==> src/rtl/core/ddwp_pkg.sv <==
// Shared constants, register codes and the configuration bundle of the depth back-projection block.
package ddwp_pkg;

    localparam int MAX_COLUMNS = 1024;
    localparam int MAX_ROWS    = 1024;
    localparam int COORD_CMP_W = 14;

    // Pipeline register stages; the last one is the output register.
    localparam int NSTAGE = 8;

    localparam int PADDR_W = 6;
    localparam int PDATA_W = 64;

    localparam logic [2:0] REG_ROT_ROW_0   = 3'd0;
    localparam logic [2:0] REG_ROT_ROW_1   = 3'd1;
    localparam logic [2:0] REG_ROT_ROW_2   = 3'd2;
    localparam logic [2:0] REG_TRANSLATION = 3'd3;
    localparam logic [2:0] REG_INV_FOCAL   = 3'd4;
    localparam logic [2:0] REG_PRINCIPAL   = 3'd5;
    localparam logic [2:0] REG_DEPTH_LIM   = 3'd6;

    localparam logic [59:0] RST_ROT_ROW_0 = 60'h000_0000_0004_0000;
    localparam logic [59:0] RST_ROT_ROW_1 = 60'h000_0040_0000_0000;
    localparam logic [59:0] RST_ROT_ROW_2 = 60'h400_0000_0000_0000;
    localparam logic [15:0] RST_DEPTH_MIN = 16'd400;
    localparam logic [15:0] RST_DEPTH_MAX = 16'd7000;

    typedef logic [NSTAGE:1] t_stage_en;

    typedef struct packed {
        logic [2:0][59:0] rot;
        logic [59:0]      trans;
        logic [23:0]      ify;
        logic [23:0]      ifx;
        logic [12:0]      cy;
        logic [12:0]      cx;
        logic [15:0]      dmax;
        logic [15:0]      dmin;
    } t_cfg;

endpackage

==> src/rtl/core/ddwp_cfg.sv <==
// APB register file holding the pose, intrinsics and depth limits.
module ddwp_cfg (
    input  logic                          i_clk,
    input  logic                          i_rst_n,
    input  logic                          psel,
    input  logic                          penable,
    input  logic                          pwrite,
    input  logic [ddwp_pkg::PADDR_W-1:0]  paddr,
    input  logic [ddwp_pkg::PDATA_W-1:0]  pwdata,
    output logic [ddwp_pkg::PDATA_W-1:0]  prdata,
    output logic                          pready,
    output ddwp_pkg::t_cfg                o_cfg
);
    import ddwp_pkg::*;

    t_cfg       r_cfg;
    logic [2:0] idx;

    assign idx    = paddr[PADDR_W-1:3];
    assign pready = 1'b1;
    assign o_cfg  = r_cfg;

    always_ff @(posedge i_clk) begin
        if (!i_rst_n) begin
            r_cfg.rot[0] <= RST_ROT_ROW_0;
            r_cfg.rot[1] <= RST_ROT_ROW_1;
            r_cfg.rot[2] <= RST_ROT_ROW_2;
            r_cfg.trans  <= '0;
            r_cfg.ifx    <= '0;
            r_cfg.ify    <= '0;
            r_cfg.cx     <= '0;
            r_cfg.cy     <= '0;
            r_cfg.dmin   <= RST_DEPTH_MIN;
            r_cfg.dmax   <= RST_DEPTH_MAX;
        end else if (psel && penable && pwrite) begin
            case (idx)
                REG_ROT_ROW_0:   r_cfg.rot[0] <= pwdata[59:0];
                REG_ROT_ROW_1:   r_cfg.rot[1] <= pwdata[59:0];
                REG_ROT_ROW_2:   r_cfg.rot[2] <= pwdata[59:0];
                REG_TRANSLATION: r_cfg.trans  <= pwdata[59:0];
                REG_INV_FOCAL: begin
                    r_cfg.ifx <= pwdata[23:0];
                    r_cfg.ify <= pwdata[47:24];
                end
                REG_PRINCIPAL: begin
                    r_cfg.cx <= pwdata[12:0];
                    r_cfg.cy <= pwdata[25:13];
                end
                REG_DEPTH_LIM: begin
                    r_cfg.dmin <= pwdata[15:0];
                    r_cfg.dmax <= pwdata[31:16];
                end
                default: ;
            endcase
        end
    end

    always_comb begin
        case (idx)
            REG_ROT_ROW_0:   prdata = {4'd0, r_cfg.rot[0]};
            REG_ROT_ROW_1:   prdata = {4'd0, r_cfg.rot[1]};
            REG_ROT_ROW_2:   prdata = {4'd0, r_cfg.rot[2]};
            REG_TRANSLATION: prdata = {4'd0, r_cfg.trans};
            REG_INV_FOCAL:   prdata = {16'd0, r_cfg.ify, r_cfg.ifx};
            REG_PRINCIPAL:   prdata = {38'd0, r_cfg.cy, r_cfg.cx};
            REG_DEPTH_LIM:   prdata = {32'd0, r_cfg.dmax, r_cfg.dmin};
            default:         prdata = '0;
        endcase
    end

endmodule

==> config.mk <==
export PLATFORM = sky130hd
export DESIGN_NAME = ddwp_cfg
export DESIGN_NICKNAME = d
export VERILOG_FILES = /design/src/rtl/core/ddwp_pkg.sv /design/src/rtl/core/ddwp_cfg.sv
export SDC_FILE = /design/constraint.sdc
export NUM_CORES = 1
export LEC_CHECK = 0
export ABC_AREA = 1
export ABC_CLOCK_PERIOD_IN_PS = 2600
export BUFFER_PORTS_ARGS = -buffer_cell sky130_fd_sc_hd__buf_4
export CORE_AREA = 2 2 191 193
export DETAILED_ROUTE_END_ITERATION = 8
export DIE_AREA = 0 0 193 195
export PLACE_DENSITY = 0.81
export SYNTH_ARGS = -nofsm -noshare
export SYNTH_HDL_FRONTEND = slang
export SYNTH_SLANG_ARGS = --single-unit
==> constraint.sdc <==
create_clock -name i_clk -period 2.6 [get_ports i_clk]
set_input_delay 0.13 -clock i_clk [delete_from_list [all_inputs] [get_ports i_clk]]
set_output_delay 0.13 -clock i_clk [all_outputs]
set_load 0.005 [all_outputs]
Word-level counts from Yosys, hierarchy flattened --
Cells that the tools add are included.
Word-level totals: input port bits 75, register bits after elaboration 346
Cells by class: mux-type cells 1, reductions and logical operators 10, eq/ne operators 6
Operators by type and width (number):
- $pmux W60 S7 | 1
- $reduce_and A2 Y1 | 7
- $eq A3 B3 Y1 const B | 3
- $eq A3 B2 Y1 const B | 2
- $eq A3 B1 Y1 const B | 1
- $logic_not A3 Y1 | 1
- $logic_and A1 B1 Y1 | 2

Depth between registers and ports, before layout --
Gate-level depths: netlist of run 1.
word-level depth 3, gate-level depth with buffers 9, mapped depth without buffers 7

Worst setup path before layout of run 1 --
Ideal clock, no wire load.
path kind input to output, from input port paddr[4] in the netlist's numbering, to output port prdata[49] in the netlist's numbering, buffers on the path 2, slack 1298 ps, required time 2470 ps, cell stages on the path 9, data arrival time 1172 ps, cell sequence buf_2 inv_1 nand2_1 nor2_1 clkbuf_1 nand2_1 nand2_1 inv_1 nand2_1
On the way: longest elaborated chain between the ends 2
RTL lines:
- start: declaration | line ddwp_cfg.sv:8 | input logic [ddwp_pkg::PADDR_W-1:0] paddr,
- $eq A3 B3 Y1 (tied with other cells) | line ddwp_cfg.sv:59 | case (idx)
- $pmux W60 S7 (*) | line ddwp_cfg.sv:59
- end: declaration | line ddwp_cfg.sv:10 | output logic [ddwp_pkg::PDATA_W-1:0] prdata,
Every way passes the cells marked *; elsewhere a longest branch is shown, timed or not.

Worst setup path after layout of run 1 --
from input port paddr[4] in the netlist's numbering, to output port prdata[48] in the netlist's numbering
Same word-level chain as after synthesis.

==> flow_summary.json, run 1 <==
{
  "grt_pass1_wl_um": 101000,
  "drt_pass1_iterations": 6,
  "crit_top_cell": "nand2_1",
  "ctsRootBufferMaster": "clkbuf_16",
  "die_y_um": 195,
  "arrival_ps": 2020,
  "cts_hold_buf": 36,
  "antenna_found_initial": 0,
  "dp.cells": 3474,
  "synth_cells": 2708,
  "p_leak_nw": 10.7,
  "drt_iter0_markers": 1684,
  "critPathMaxStageDelay_ps": 490,
  "synth_area_leaders": "dfxtp_1 (41%), nand2_1 (17%), nor2_1 (17%)",
  "vias": 19600,
  "crit_chain": "buf_4 -> inv_1 -> nand2_1 -> nor2_4 -> buf_4 -> nand2_1 -> nand2_1 -> inv_1 -> nand2_1 -> buf_4",
  "rsz0062_at_grt": "no",
  "io_pins": 486,
  "dpl.hpwl_um": 42200,
  "overflow": 0,
  "cpMaxStageDelayCell": "buf_4",
  "core_area_um2": 35400,
  "fin_cells": 3579,
  "clock_latency_ps": 520,
  "grt_pass1_vias": 18100,
  "setup_viol": 0,
  "ctsResizeCount": 0,
  "ys_seq_area_frac": 0.415,
  "drc": 0,
  "netlist_area_um2": 16700,
  "drive_gt1_frac": 0.191,
  "cts_tree": "built",
  "initial_core_util": 0.472,
  "finalWorstSetupSlack_ps": 446,
  "fmax_mhz": 464,
  "clock_skew_ps": 0,
  "fin_nets": 3165,
  "cts_buffers": 39,
  "synth_top_area_share": 0.415,
  "finalHoldViolations": 0,
  "wl_um": 65300,
  "rows": 69,
  "h-tree-depth": 2,
  "ant_nets": 0,
  "routedWlPerCell_um": 18.2,
  "antenna_cells": 0,
  "min_period_ps": 2150,
  "syn_area_per_cell_um2": 6.16,
  "status": "completed",
  "min_period_over_period": 0.828,
  "fill_cells": 3089,
  "die_w_um": 193,
  "hp-start": "pwdata[39]",
  "crit_path_start_kind": "input pin",
  "post-cts-setup-buffers": 0,
  "tightest_slew_ps": 633,
  "cts_sinks": 346,
  "portBuffers": 473,
  "crit_start": "paddr[4]",
  "r2r-start": "o_cfg[264]",
  "grt_max_degree": 110,
  "power_density_nw_per_um2": 552,
  "hold_slack_ps": 15.0,
  "die_area_um2": 37600,
  "critPathCaptureType": "output port",
  "synth_cell_type_count": 17,
  "grt_use_total": 0.336,
  "final_util": 0.627,
  "relSlewSlack": 0.578,
  "vdd.ir_drop.worst_v": 0.000509,
  "worstSetupPathType": "input pin to output port",
  "required_ps": 2470,
  "avgViaCountPerCell": 5.47,
  "yosys_warnings": 0,
  "dp_slack_ps": 462,
  "synth_area_leader_cell": "dfxtp_1",
  "area_growth_pct": 32.9,
  "slew_violations": 0,
  "largest_reg_flops": 346,
  "setup_tns_ps": 0,
  "clkTransAtPathRegs_ps": 50,
  "hp-class": "input pin to flip-flop",
  "clock_path_buffers": 3,
  "place_congestion": 0.884,
  "maxCapViolCount": 0,
  "ys_ff_latch": 346,
  "critPathMaxFanout": 44
}
path summary, 6_finish.rpt:
check             cells after the start  slack (ps)         end
hold reg to reg                       2         500  o_cfg[284]
setup / recovery                     10         450  prdata[48]
setup reg to reg                      2        1920  o_cfg[264]
hold / removal                        5          10  o_cfg[205]
routing by layer:
layer,track usage,up-vias,share of wire
li1,-,9224,-
met1,0.430,9044,0.39
met2,0.535,1112,0.45
met3,0.0818,195,0.11
met4,0.147,0,0.045
met5,0,-,0
critical path: cells and delay by family:
family,cells,cell delay [ps]
buffers and inverters,5,1200
AND/OR/NAND/NOR,5,670
kinds of logic after synthesis:
kind of cell | share of synthesized area
AOI/OAI and AO/OA | 0.00420
and+or+nand+nor | 0.498
other | 0.000450
DFF | 0.415
buffers and inverters | 0.0827
layout by cell type (no fill, tap or decap), drive strengths merged:
master | netlist | routed
buf | 127 | 515
nand3 | 340 | 340
clkbuf | 86 | 60
dfxtp | 346 | 346
bufinv | 0 | 2
nor2 | 780 | 780
conb | 2 | 5
o21ai | 13 | 13
dlygate4sd3 | 0 | 36
nand2 | 776 | 776
clkinv | 0 | 6
inv | 120 | 119
nand4 | 117 | 117
a21oi | 1 | 1
clkinvlp | 0 | 2
area by class of cell:
type / count / area [um2] / area share
Clock inverter: 9 / 100 / 0.00451
Sequential cell: 346 / 6930 / 0.312
Inverter: 120 / 459 / 0.0207
Tap cell: 461 / 577 / 0.0260
Timing Repair Buffer: 551 / 4430 / 0.200
Clock buffer: 60 / 1210 / 0.0544
Multi-Input combinational cell: 2032 / 8480 / 0.382
power by group:
| group | internal, W | leakage (nW) | switching, W |
|---|---|---|---|
| Combinational | 0.000401 | 7.26 | 0.000776 |
| Clock | 0.00339 | 0.642 | 0.00225 |
| Sequential | 0.00537 | 2.79 | 0.0000595 |
| Total | 0.00916 | 10.7 | 0.00308 |
cell usage after synthesis:
library cell,n
buf_1,34
inv_2,3
nor2_1,775
clkbuf_1,86
a21oi_1,1
nor2_2,3
dfxtp_1,346
nor2_4,2
nand3_1,339
nand3_4,1
nand2_1,776
o21ai_0,13
conb_1,2
nand4_1,117
buf_4,6
buf_2,87
inv_1,117
per-stage QoR:
step	instance area [um2]	power, W
floorplan	16700	0.00616
global placement	20500	0.00663
detailed placement	20500	0.00665
CTS	22200	0.0122
global route	22200	0.0126
finish	22200	0.0122
(Power assumes the default switching activity.)
==> run 2: changes to the inputs <==
ABC_AREA = 0   (was 1)
ABC_CLOCK_PERIOD_IN_PS = 1800   (was 2600)
CORE_AREA = 2 2 192 194   (was 2 2 191 193)
DIE_AREA = 0 0 194 196   (was 0 0 193 195)
PLACE_DENSITY = 0.8   (was 0.81)
clock period = 1.8 ns   (was 2.6 ns; I/O delays follow)
==> flow_summary.json, run 2 <==
{
  "crit_top_cell": "buf_4",
  "grt_use_met3": 0.0547,
  "netlist_area_um2": 15700,
  "final_util": 0.596,
  "fill_cells": 2891,
  "io_pins": 486,
  "critPathMaxFanout": 26,
  "ys_seq_area_frac": 0.442,
  "worstSetupPathType": "input pin to output port",
  "grt_use_met1": 0.324,
  "vias": 13900,
  "grt_use_total": 0.271,
  "rr_worst_depth": 2,
  "ant_nets": 0,
  "hp-start": "pwdata[30]",
  "p_leak_nw": 8.71,
  "cts_sinks": 346,
  "core_area_um2": 36100,
  "cpMaxStageDelayCell": "nor2_4",
  "yosys_warnings": 0,
  "synth-simple-area-share": 0.113,
  "async_flop_share": 0,
  "final_cell_mix": "buf_4 (509), mux2i_1 (444), nand2_1 (393)",
  "maxCapViolCount": 0,
  "slew_violations": 0,
  "fmax_mhz": 565,
  "synth_edf_count": 0,
  "setup_viol": 0,
  "grt_max_degree": 52,
  "finalInstanceArea_um2": 21500,
  "crit_start": "paddr[3]",
  "reg2reg_to": "o_cfg[203]",
  "drive_gt1_frac": 0.328,
  "min_period_over_period": 0.983,
  "clock_skew_ps": 0,
  "arrival_ps": 1680,
  "status": "completed",
  "cts_buffers": 37,
  "tightest_slew_ps": 824,
  "die_y_um": 196,
  "clkTransAtPathRegs_ps": 60,
  "drc": 0,
  "critPathMaxStageDelay_ps": 640,
  "post-cts-setup-buffers": 0,
  "dpl.hpwl_um": 37100,
  "critPathCaptureType": "output port",
  "fin_nets": 2098,
  "place_congestion": 0.937,
  "cts_tree": "built",
  "hp-class": "input pin to flip-flop",
  "required_ps": 1710,
  "synth_xor_area_frac": 0,
  "clock_path_buffers": 3,
  "synth_top_family_by_area": "multiplexers",
  "portBuffers": 473,
  "hold_slack_ps": 15.9,
  "ctsRootBufferMaster": "clkbuf_16",
  "synth_top_area_share": 0.442,
  "largest_reg_flops": 346,
  "crit_chain": "buf_4 -> buf_12 -> nor2_4 -> buf_4 -> a221oi_2 -> buf_4",
  "synth_cell_type_count": 36,
  "wl_um": 54000,
  "syn_area_per_cell_um2": 10.3,
  "avgViaCountPerCell": 5.51,
  "crit_path_start_kind": "input pin",
  "holdPathStages": 3,
  "die_area_um2": 38000,
  "p_total_w": 0.0170,
  "ys.flop_type": "dfxtp_1",
  "rows": 70,
  "rsz0062_at_grt": "yes",
  "place_area_um2": 19700,
  "grt_pass1_vias": 14100,
  "initial_core_util": 0.434,
  "drt_iter0_markers": 745,
  "grt_pass1_wl_um": 81300,
  "post-synth-top-count-cell": "mux2i_1",
  "synth_cells": 1524,
  "ys_ff_latch": 346,
  "drt_pass1_iterations": 7,
  "synth_compound_area_frac": 0.0749,
  "clock_latency_ps": 510,
  "area_growth_pct": 37.3,
  "final_common_cell": "buf_4",
  "finalHoldViolations": 0,
  "setup_tns_ps": 0,
  "r2r-start": "o_cfg[203]",
  "synth.area.mux_share": 0.301,
  "antenna_found_initial": 0,
  "synth-adder-area-share": 0,
  "power_density_nw_per_um2": 790,
  "synth_common_cells": "mux2i_1 (444), nand2_1 (393), dfxtp_1 (346)",
  "grtUsageMet2": 0.470,
  "synth_area_leader_cell": "dfxtp_1",
  "vdd.ir_drop.worst_v": 0.000692,
  "r2r_slack_ps": 1010,
  "h-tree-depth": 2,
  "min_period_ps": 1770,
  "routedWlPerCell_um": 21.4,
  "hold_end": "o_cfg[88]",
  "die_w_um": 194,
  "relSlewSlack": 0.448,
  "synth_area_leaders": "dfxtp_1 (44%), mux2i_1 (28%), nand2_1 (9.4%)",
  "overflow": 0,
  "grt_busiest_layer": "met2"
}
==> run 2: cell types whose count changed after synthesis, moves of 45 or more <==
cell	delta
inv_1	-76
nand3_1	-339
nand2_1	-383
mux2i_1	+444
nand4_1	-117
nor2_1	-774
buf_2	-59
clkbuf_1	-45
==> run 2: area by class of cell <==
class / count / area (um2) / share of cell area
antenna: 1 / 2.50 / 0.000116
clock buffer: 51 / 1030 / 0.0478
clock inverter: 14 / 208 / 0.00966
inverter: 41 / 154 / 0.00716
multi-input combinational: 1010 / 7750 / 0.360
sequential: 346 / 6930 / 0.322
tap: 468 / 586 / 0.0272
timing repair buffer: 587 / 4850 / 0.225
==> run 2: cells by family after synthesis <==
| group | Yosys count |
|---|---|
| and+or+nand+nor | 431 |
| other | 2 |
| muxes | 456 |
| DFF | 346 |
| buffers and inverters | 171 |
| AOI/OAI and AO/OA | 118 |
==> run 2: layer usage <==
layer	vias to the layer above	share of wire
met2	647	0.49
met5	-	0
met1	6780	0.40
met4	0	0.039
li1	6293	-
met3	156	0.076
==> run 2: per-stage QoR <==
| step | instances | worst slack, ps |
|---|---|---|
| 2_1_floorplan | 1527 | 645 |
| 3_3_place_gp | 2400 | -200 |
| 3_5_place_dp | 2400 | -251 |
| 4_1_cts | 2517 | 3.28 |
| 5_1_grt | 2517 | -8.12 |
| 6_report | 2518 | 30.2 |
==> run 2: critical path, delay by kind of cell <==
| kind | cells | cell delay (ps) |
|---|---|---|
| buffers and inverters | 4 | 810 |
| AO/OA/AOI/OAI | 1 | 80 |
| AND/OR/NAND/NOR | 1 | 640 |
==> run 2: worst max-delay path by stage <==
stage                       endpoint  slack [ps]  cells past startpoint
after global placement     prdata[8]        -200                      6
after detailed placement   prdata[8]        -250                      6
after floorplan           prdata[11]         640                      6
after global routing       prdata[3]          -8                      6
after CTS                 prdata[10]           3                      4
final                      prdata[3]          30                      6
==> run 2: timing repair <==
item,CTS,global route
gates resized for setup,5,7
setup endpoints to repair,7,6
hold buffers,52,0
gates cloned,0,0
pin swaps,0,0
hold endpoints to repair,230,0
==> run 2: power by group <==
group	internal, W	switching (W)	total (W)	leakage (nW)
clock network	0.00472	0.00305	0.00777	0.602
registers	0.00772	0.0000568	0.00777	2.79
logic	0.000647	0.000787	0.00143	5.32
